===== src/rtl/lgge_pkg.sv =====
// Shared types and constants for the life grid generation engine.
// No dependencies; imported by lgge_window and life_grid_generation_engine.
package lgge_pkg;

    typedef enum logic [2:0] {
        ST_CLEAR,
        ST_IDLE,
        ST_ACCESS,
        ST_STEP,
        ST_DRAIN
    } t_state;

    typedef enum logic [1:0] {
        OP_WRITE  = 2'd0,
        OP_STEP   = 2'd1,
        OP_READ   = 2'd2,
        OP_TOGGLE = 2'd3
    } t_opcode;

    localparam logic [1:0] CFG_GRID_WIDTH  = 2'd0;
    localparam logic [1:0] CFG_GRID_HEIGHT = 2'd1;
    localparam logic [1:0] CFG_COLOR_MAX   = 2'd2;

    localparam logic [3:0] NBR_SURVIVE = 4'd2;
    localparam logic [3:0] NBR_BIRTH   = 4'd3;

    // old alive bits of one column: row above, own row, row below
    typedef struct packed {
        logic top;
        logic mid;
        logic bot;
    } t_colvec;

    typedef struct packed {
        logic valid;
        logic first_col;
        logic cell_en;
    } t_win_ctl;

endpackage


===== src/rtl/lgge_window.sv =====
// 3x3 neighbourhood window over the column stream of a generation scan,
// with the B3/S23 rule and age update. Depends on lgge_pkg.
module lgge_window import lgge_pkg::*; #(
    parameter int AGE_BITS = 8
) (
    input  logic                i_clk,
    input  t_win_ctl            i_ctl,
    input  t_colvec             i_col,
    input  logic [AGE_BITS-1:0] i_old_age,
    input  logic [AGE_BITS-1:0] i_age_cap,
    output logic                o_alive,
    output logic [AGE_BITS-1:0] o_age
);

    t_colvec    r_w1;
    t_colvec    r_w2;
    t_colvec    w1e;
    t_colvec    w2e;
    logic [3:0] nbr_cnt;
    logic       self_alive;

    // columns left of the grid edge read as dead
    assign w1e = i_ctl.first_col ? '0 : r_w1;
    assign w2e = i_ctl.first_col ? '0 : r_w2;

    always_ff @(posedge i_clk) begin
        if (i_ctl.valid) begin
            r_w2 <= w1e;
            r_w1 <= i_col;
        end
    end

    assign self_alive = w1e.mid;
    assign nbr_cnt = 4'(w2e.top) + 4'(w2e.mid) + 4'(w2e.bot)
                   + 4'(w1e.top) + 4'(w1e.bot)
                   + 4'(i_col.top) + 4'(i_col.mid) + 4'(i_col.bot);

    always_comb begin
        priority if (self_alive && (nbr_cnt == NBR_SURVIVE || nbr_cnt == NBR_BIRTH)) begin
            o_alive = 1'b1;
            o_age   = (i_old_age < i_age_cap) ? i_old_age + AGE_BITS'(1) : i_old_age;
        end else if (!self_alive && nbr_cnt == NBR_BIRTH) begin
            o_alive = 1'b1;
            o_age   = AGE_BITS'(1);
        end else begin
            o_alive = 1'b0;
            o_age   = '0;
        end
    end

endmodule


===== config.mk =====
export PLATFORM = sky130hd
export DESIGN_NAME = lgge_window
export DESIGN_NICKNAME = d
export VERILOG_FILES = /design/src/rtl/lgge_pkg.sv /design/src/rtl/lgge_window.sv
export SDC_FILE = /design/constraint.sdc
export NUM_CORES = 1
export LEC_CHECK = 0
export ABC_AREA = 1
export BUFFER_PORTS_ARGS = -buffer_cell sky130_fd_sc_hd__buf_2
export CAP_MARGIN = 20
export CORE_UTILIZATION = 40
export DETAILED_ROUTE_END_ITERATION = 8
export GPL_ROUTABILITY_DRIVEN = 1
export PLACE_DENSITY = 0.67
export SLEW_MARGIN = 40
export SYNTH_ARGS = -nofsm -noshare
export SYNTH_HDL_FRONTEND = slang
export SYNTH_SLANG_ARGS = --single-unit

===== constraint.sdc =====
create_clock -name i_clk -period 4.8 [get_ports i_clk]
set_input_delay 0.72 -clock i_clk [delete_from_list [all_inputs] [get_ports i_clk]]
set_output_delay 0.72 -clock i_clk [all_outputs]
set_load 0.005 [all_outputs]

==> summary.md, run 1 <==
| Metric | Value |
|---|---|
| Status | `completed` |
| H-Tree Depth | `1` |
| Crit Path Max Fanout | `5` |
| Sequential fraction of the synthesis area | `0.207` |
| Routed met2 length | `856 um` |
| Power Dens Cells | `208 mW/mm^2` |
| CTS max path bufs | `2` |
| Leakage power of the design | `0.628 nW` |
| Critical path start-end classification | `input pin to output pin` |
| Diode count | `0` |
| Number of DRC markers in iteration 0 | `12` |
| Startpoint types | `input pin` |
| Die Y | `48.7 um` |
| TritonCTS clock tree | `built` |
| Tcrit/Tclk final | `0.955` |
| Total nets after synthesis | `155` |
| Tmin final | `4.59 ns` |
| Critical path arrival | `3.87 ns` |
| Core ar. | `0.00200 mm^2` |
| Commonest cells after routing, fill and taps aside | `nand2_1 (31), buf_2 (30), inv_1 (20)` |
| CTS buffer count | `3` |
| GRT Util Overall | `0.160` |
| Area leader, netlist | `edfxtp_1` |
| Worst clock skew | `0.00253 ns` |
| Setup violators final | `0` |
| Commonest non-fill, non-tap cell in the layout | `nand2_1` |
| Worst hold slack | `0.551 ns` |
| Grt total ovfl | `0` |
| Avg Synthesized Cell Area | `7.44 um^2` |
| CTS root buf | `clkbuf_4` |
| Fillers | `212` |
| Per-cell routed wire length | `9.86 um` |
| First-pass GRT wire length | `3.04 mm` |
| Clk pin slew, worst setup/hold paths | `0.04 ns` |
| Yosys reg bits | `6` |
| CP Capture Type | `output pin` |
| Yosys top cell area share | `0.207` |
| Vias in the first global route | `772` |
| Syn. warnings | `0` |
| Wire length on met3 | `81 um` |
| # Max-Cap Violations | `0` |
| Peak VDD IR | `0.133 mV` |
| Worst EP required | `4.08 ns` |
| Initial antenna violation count | `0` |
| Achievable Freq | `218 MHz` |
| Die X | `48.7 um` |
| HP Class | `flip-flop to flip-flop` |
| Die area | `0.00237 mm^2` |
| Final instance area | `0.00109 mm^2` |
| Antenna viol nets, final | `0` |
| CTS hold repair buffers | `0` |
| Vias | `832` |
| Synth area leaders | `edfxtp_1 (21%), ha_1 (16%), nand2_1 (13%), fa_1 (9.2%), inv_1 (8.6%)` |
| Met1 Wirelength | `808 um` |
| Std-Cell Rows | `16` |
| DP Wirelength | `1.41 mm` |
| Gpl congestion | `0.753` |
| Fin util | `0.543` |
| Vias per inst | `4.70` |
| Area delta synth->final | `24.9%` |
| Synth Cell Area | `871 um^2` |
| Nets | `190` |
| Max Slew Vio Count | `0` |
| Slew @ Worst Pin | `0.387 ns` |
| Initial core utilization | `0.435` |
| Routed wire length | `1.75 mm` |
| IO Pins | `32` |
| Post-synth cell types | `19` |
| Clock sinks | `6` |
| Worst-Skew Late Latency | `0.24 ns` |
| Port bufs | `30` |
| Largest net degree at the start of global routing | `10` |
| Cells after Synth | `117` |
| Uppermost layer routed | `met3` |
| Placed Area | `0.00104 mm^2` |
| 1st-pass router iterations | `4` |
| Max-slew headroom | `0.742` |
| Register-to-Register Setup Slack | `3.91 ns` |
| Layout cells sized above 1 | `0.293` |
| DRC Markers | `0` |
| Final Hold Vio Count | `0` |
where the power goes:
part           leakage (nW)  switching (mW)  internal [mW]
Clock                0.0138          0.0168         0.0282
Combinational         0.554          0.0684         0.0497
Sequential           0.0603        0.000948         0.0621
cells in the mapped netlist, drive strengths merged:
cell type and n:
clkbuf 1, nor2 8, inv 23, nand3b 2, o21a 1, edfxtp 6, a21oi 10, fa 4
o2bb2ai 1, nand2 34, o2111ai 1, nand3 11, xor2 4, ha 11
path summary, 6_finish.rpt:
check,start,end,cells after the start
worst min register to register,r_w1[0],r_w2[0],2
worst min-delay path,r_w1[0],r_w2[0],2
worst max register to register,r_w1[1],r_w2[1],2
worst max-delay path,i_ctl[1],o_age[0],17
worst max-delay path, cell delays in order:
cell and delay (ns):
buf_2 0.13, inv_1 0.09, nand2_1 0.08, fa_1 0.47, fa_1 0.54, inv_1 0.05
fa_1 0.45, ha_1 0.23, fa_1 0.41, nand2_1 0.09, nor2_1 0.05, o2bb2ai_2 0.15
nand3_4 0.12, inv_1 0.05, nand3_1 0.07, nand2_1 0.05, buf_2 0.12
what timing repair did:
action / 4_1_cts / 5_1_grt
setup buffers: 0 / 0
endpoints found under the setup margin: 0 / 8
gates resized for setup: 0 / 3
state kept, by name (all words and copies together) (netlist names):
name	count
r_w2	3
r_w1	3
cells by family (layout without fill, tap and decap cells):
family,Yosys count,after routing,share of synthesized area
adder cells (fa/ha/maj),15,15,0.250
AO/OA/AOI/OAI,13,13,0.0862
AND/OR/NAND/NOR,55,56,0.302
buffers and inverters,24,56,0.115
XOR/XNOR,4,4,0.0402
flip-flops,6,6,0.207
routing by layer:
layer | vias up | global-route usage
met1 | 364 | 0.199
met5 | - | 0
met2 | 21 | 0.271
li1 | 447 | -
met3 | 0 | 0.0409
met4 | 0 | 0.0441
per-stage QoR:
step	power [mW]	cells	setup WS, ns	setup TNS (ns)
after floorplan	0.137	117	0.607	0
after global placement	0.169	173	0.182	0
after detailed placement	0.172	173	0.165	0
after CTS	0.218	176	0.159	0
after global routing	0.252	177	-0.0387	-0.127
final	0.226	177	0.215	0
area by class of cell:
| class | instances | area (um^2) | share of cell area |
|---|---|---|---|
| flip-flops and latches | 6 | 180 | 0.166 |
| repair buffers | 30 | 150 | 0.138 |
| multi-input cells | 88 | 614 | 0.565 |
| well taps | 27 | 33.8 | 0.0311 |
| clock buffers | 3 | 22.5 | 0.0207 |
| inverters | 23 | 86.3 | 0.0794 |
(Power assumes the default switching activity.)
==> run 2: changes to the inputs <==
ABC_AREA = default   (was 1)
CTS_CLUSTER_SIZE = 8   (was default)
PLACE_DENSITY = 0.68   (was 0.67)
==> summary.md, run 2 <==
| Metric | Value |
|---|---|
| Setup violators final | `0` |
| First-pass GRT wire length | `2.61 mm` |
| Max-slew headroom | `0.636` |
| Commonest non-fill, non-tap cell in the layout | `buf_2` |
| Placed Area | `968 um^2` |
| Pre-CTS WS | `0.120 ns` |
| Vias per inst | `5.17` |
| Post-synth cell types | `26` |
| Total nets after synthesis | `130` |
| Grt total ovfl | `0` |
| Peak VDD IR | `0.150 mV` |
| Register-to-Register Setup Slack | `4.01 ns` |
| Count leader, synth | `inv_1` |
| Grt peak-use layer | `met2` |
| Die Y | `46.7 um` |
| DRC Markers | `0` |
| Clk pin slew, worst setup/hold paths | `0.05 ns` |
| Post-synth ARST share | `0` |
| HP Class | `flip-flop to flip-flop` |
| Number of DRC markers in iteration 0 | `14` |
| Worst R2R Start | `r_w1[0]` |
| Crit Path Max Fanout | `6` |
| Yosys reg bits | `6` |
| Worst hold slack | `0.612 ns` |
| Final instance area | `0.00101 mm^2` |
| Port bufs | `30` |
| # Max-Cap Violations | `0` |
| Nets | `164` |
| CP most frequent cell | `fa_1` |
| Sequential fraction of the synthesis area | `0.226` |
| Gpl congestion | `0.694` |
| Initial antenna violation count | `0` |
| Worst setup margin | `0.150 ns` |
| Critical path's top delay family | `adder cells` |
| Diode count | `0` |
| CTS max path bufs | `2` |
| Worst clock skew | `0.00237 ns` |
| CTS buffer count | `3` |
| Status | `completed` |
| Tcrit/Tclk final | `0.969` |
| Post-synth EDFFs | `6` |
| Synth Cell Area | `798 um^2` |
| M1 GR Usage | `0.221` |
| Startpoint types | `input pin` |
| Std-Cell Rows | `15` |
| GRT Util Overall | `0.177` |
| Antenna viol nets, final | `0` |
| Vias | `770` |
| Avg Synthesized Cell Area | `8.68 um^2` |
| Core ar. | `0.00180 mm^2` |
| RSZ-0062 raised after global routing | `yes` |
| Die X | `46.7 um` |
| Achievable Freq | `215 MHz` |
| Crit path from | `i_ctl[1]` |
| Commonest cells after routing, fill and taps aside | `buf_2 (30), inv_1 (14), ha_1 (11)` |
| Worst path slowest cell | `fa_1` |
| CTS hold repair buffers | `0` |
| CP Capture Type | `output pin` |
| Max Slew Vio Count | `0` |
| Cells after Synth | `92` |
| RR Endpoint | `r_w2[0]` |
| Number of setup buffers added after CTS | `0` |
| Leakage power of the design | `0.503 nW` |
| IO Pins | `32` |
| Critical-path cell list | `buf_2 > nand2b_1 > fa_1 > fa_1 > inv_1 > fa_1 > ha_1 > fa_1 > and2_1 > a21oi_2 > nor2_1 > nand3_1 > o21ai_1 > buf_2` |
| Met3 Track Usage GR | `0.0157` |
| Routed wire length | `1.68 mm` |
| Synth area leaders | `edfxtp_1 (23%), ha_1 (17%), fa_1 (10%), inv_1 (6.6%), a21oi_1 (5.0%)` |
| Vias in the first global route | `644` |
| Layout cells sized above 1 | `0.323` |
| Worst path max stage delay | `0.54 ns` |
| Worst EP required | `4.08 ns` |
| PostCTS Resize Cnt | `0` |
| 1st-pass router iterations | `4` |
| Critical path start-end classification | `input pin to output pin` |
| Initial core utilization | `0.443` |
| Power Dens Cells | `217 mW/mm^2` |
| WP depth | `14` |
| CTS root buf | `clkbuf_4` |
| Largest net degree at the start of global routing | `16` |
| Tmin final | `4.65 ns` |
| Critical path arrival | `3.93 ns` |
| Reg2reg path depth | `2` |
| Slew @ Worst Pin | `0.546 ns` |
| Yosys top cell area share | `0.226` |
| Worst path bufs/invs | `3` |
| DP Wirelength | `1.37 mm` |
| H-Tree Depth | `1` |
| Top flop regs | `r_w1 (3), r_w2 (3)` |
| Final Hold Vio Count | `0` |
| Per-cell routed wire length | `11.3 um` |
| Syn. warnings | `0` |
| GR Util met2 | `0.267` |
| Die area | `0.00218 mm^2` |
| Area delta synth->final | `26.3%` |
| Clock sinks | `6` |
| TritonCTS clock tree | `built` |
| Synth top cells by count | `inv_1 (14), ha_1 (11), a21oi_1 (8)` |
| Worst-Skew Late Latency | `0.25 ns` |
| Area leader, netlist | `edfxtp_1` |
| Synth Flop Type | `edfxtp_1` |
| Total Power | `0.219 mW` |
| Setup crit end | `o_age[1]` |
==> run 2: worst min-delay path, cell delays in order (launching register included) <==
cell	delay, ns
edfxtp_1	0.31
nand2b_1	0.08
inv_1	0.10
==> run 2: worst min path at each step <==
stage | startpoint | endpoint | slack, ns | cells after the start
2_1_floorplan | r_w1[0] | r_w2[0] | 0.52 | 2
3_3_place_gp | r_w1[0] | r_w2[0] | 0.54 | 2
3_5_place_dp | r_w1[0] | r_w2[0] | 0.58 | 2
4_1_cts | r_w1[0] | r_w2[0] | 0.60 | 2
5_1_grt | r_w1[0] | r_w2[0] | 0.63 | 2
6_report | r_w1[0] | r_w2[0] | 0.61 | 2
==> run 2: cells by family (layout without fill, tap and decap cells) <==
group / count (synthesis) / count (layout) / synth area share
and+or+nand+nor: 33 / 33 / 0.237
AOI/OAI and AO/OA: 22 / 22 / 0.174
adders and majority gates: 15 / 15 / 0.273
buffers and inverters: 15 / 47 / 0.0799
DFF: 6 / 6 / 0.226
xor gates and xnor gates: 1 / 1 / 0.0110
==> run 2: per-layer routing <==
metal | wire (um) | vias to the layer above
li1 | - | 388
met1 | 682 | 348
met2 | 800 | 28
met3 | 117 | 6
met4 | 82 | 0
met5 | 0 | -
==> run 2: where the power goes <==
part           leakage (nW)  total, mW  switching, mW  internal, mW
logic                 0.429      0.108         0.0570        0.0507
clock network        0.0138     0.0486         0.0202        0.0284
registers            0.0603     0.0629       0.000840        0.0620
==> run 2: area by class of cell <==
cell class | instances | area [um^2]
Tap cell | 25 | 31.3
Inverter | 14 | 52.6
Sequential cell | 6 | 180
Clock buffer | 3 | 22.5
Multi-Input combinational cell | 71 | 572
Timing Repair Buffer | 30 | 150
Fill cell | 187 | 793
==> run 2: through the flow <==
stage                      util  TNS [ns]  std cells
final                     0.560         0        149
after global routing      0.560   -0.0731        149
after CTS                 0.550         0        149
after detailed placement  0.538         0        146
after global placement    0.538         0        146
after floorplan               -         0         92
==> run 3: changes to the inputs <==
SETUP_SLACK_MARGIN = 0.2   (was default)
==> summary.md, run 3 (synthesis gave the netlist of run 2 again) <==
| Metric | Value |
|---|---|
| Clk pin slew, worst setup/hold paths | `0.05 ns` |
| Critical path arrival | `3.77 ns` |
| Tcrit/Tclk final | `0.936` |
| Vias | `753` |
| Status | `completed` |
| Power Dens Cells | `217 mW/mm^2` |
| Gpl congestion | `0.694` |
| Number of DRC markers in iteration 0 | `9` |
| Diode count | `0` |
| Leakage power of the design | `0.509 nW` |
| Commonest non-fill, non-tap cell in the layout | `buf_2` |
| Startpoint types | `input pin` |
| CP Capture Type | `output pin` |
| Port bufs | `30` |
| H-Tree Depth | `1` |
| Tmin final | `4.49 ns` |
| Die X | `46.7 um` |
| # Max-Cap Violations | `0` |
| DP Wirelength | `1.37 mm` |
| Area delta synth->final | `31.8%` |
| Clock sinks | `6` |
| CTS root buf | `clkbuf_4` |
| Slew @ Worst Pin | `0.564 ns` |
| Worst setup margin | `0.307 ns` |
| Max-slew headroom | `0.624` |
| Worst-Skew Late Latency | `0.25 ns` |
| 1st-pass router iterations | `4` |
| RSZ-0062 raised after global routing | `yes` |
| Worst hold slack | `0.638 ns` |
| Worst EP required | `4.08 ns` |
| Routed wire length | `1.72 mm` |
| IO Pins | `32` |
| HP Class | `flip-flop to flip-flop` |
| Vias per inst | `5.05` |
| Antenna viol nets, final | `0` |
| CTS max path bufs | `2` |
| Pre-CTS WS | `0.120 ns` |
| Achievable Freq | `223 MHz` |
| Initial core utilization | `0.443` |
| Fin Setup TNS | `0 ns` |
| Commonest cells after routing, fill and taps aside | `buf_2 (29), inv_1 (14), ha_1 (10)` |
| Initial antenna violation count | `0` |
| Critical path start-end classification | `input pin to output pin` |
| Die area | `0.00218 mm^2` |
| Nets | `164` |
| Grt total ovfl | `0` |
| Per-cell routed wire length | `11.5 um` |
| Largest net degree at the start of global routing | `16` |
| Layout cells sized above 1 | `0.411` |
| First-pass GRT wire length | `2.64 mm` |
| Peak VDD IR | `0.159 mV` |
| Crit Path Max Fanout | `6` |
| Worst clock skew | `0.00299 ns` |
| TritonCTS clock tree | `built` |
| Std-Cell Rows | `15` |
| Setup violators final | `0` |
| Fillers | `175` |
| GRT Util Overall | `0.179` |
| Top flop regs | `r_w1 (3), r_w2 (3)` |
| DRC Markers | `0` |
| Core ar. | `0.00180 mm^2` |
| Die Y | `46.7 um` |
| Final Hold Vio Count | `0` |
| Max Slew Vio Count | `0` |
| CTS hold repair buffers | `0` |
| Vias in the first global route | `655` |
| CTS buffer count | `3` |
## run 3: cell counts in the layout (fill, tap and decap cells not counted)
Identical to the previous run, type by type.
## run 3: metrics by stage
step                area [um^2]  cells   util  power, mW
CTS                        1010    149  0.558      0.220
finish                     1050    149  0.584      0.228
detailed placement          968    146  0.538      0.166
global route               1050    149  0.584      0.247
floorplan                   798     92      -      0.132
global placement            968    146  0.538      0.164
## run 3: final cells by class
type                    instances  area, um^2  area share
inverters                      14        52.6      0.0499
repair buffers                 30         153       0.145
well taps                      25        31.3      0.0297
multi-input cells              71         613       0.583
clock buffers                   3        22.5      0.0214
flip-flops and latches          6         180       0.171
## run 3: path summary, 6_finish.rpt
| kind | start | to | slack [ns] | cells past startpoint |
|---|---|---|---|---|
| min reg2reg | r_w1[0] | r_w2[0] | 0.64 | 2 |
| min | r_w1[0] | r_w2[0] | 0.64 | 2 |
| max reg2reg | r_w1[1] | r_w2[1] | 3.98 | 1 |
| max | i_ctl[1] | o_age[3] | 0.31 | 12 |
## run 3: worst max-delay path, cell delays in order
cell	delay, ns
buf_4	0.13
nand2b_4	0.14
fa_1	0.46
fa_1	0.49
inv_1	0.05
fa_1	0.45
ha_2	0.21
fa_2	0.54
nand2_2	0.06
or2_4	0.28
a21oi_2	0.12
buf_2	0.12
## run 3: what timing repair did
item / CTS / global route
buffers inserted: 0 / 0
resized for setup: 5 / 10
pin swaps: 1 / 7
setup endpoints to repair: 8 / 9
## run 3: metal layers
| layer | part of all wire | up-vias | track usage |
|---|---|---|---|
| li1 | - | 386 | - |
| met1 | 0.44 | 344 | 0.223 |
| met2 | 0.48 | 17 | 0.272 |
| met3 | 0.029 | 6 | 0.0157 |
| met4 | 0.047 | 0 | 0.160 |
| met5 | 0 | - | 0 |
## run 3: power by group
part	leakage (nW)	total, mW	internal [mW]	switching (mW)
combinational	0.434	0.116	0.0554	0.0608
clock	0.0138	0.0490	0.0284	0.0205
sequential	0.0603	0.0633	0.0621	0.00123
total	0.509	0.228	0.146	0.0825
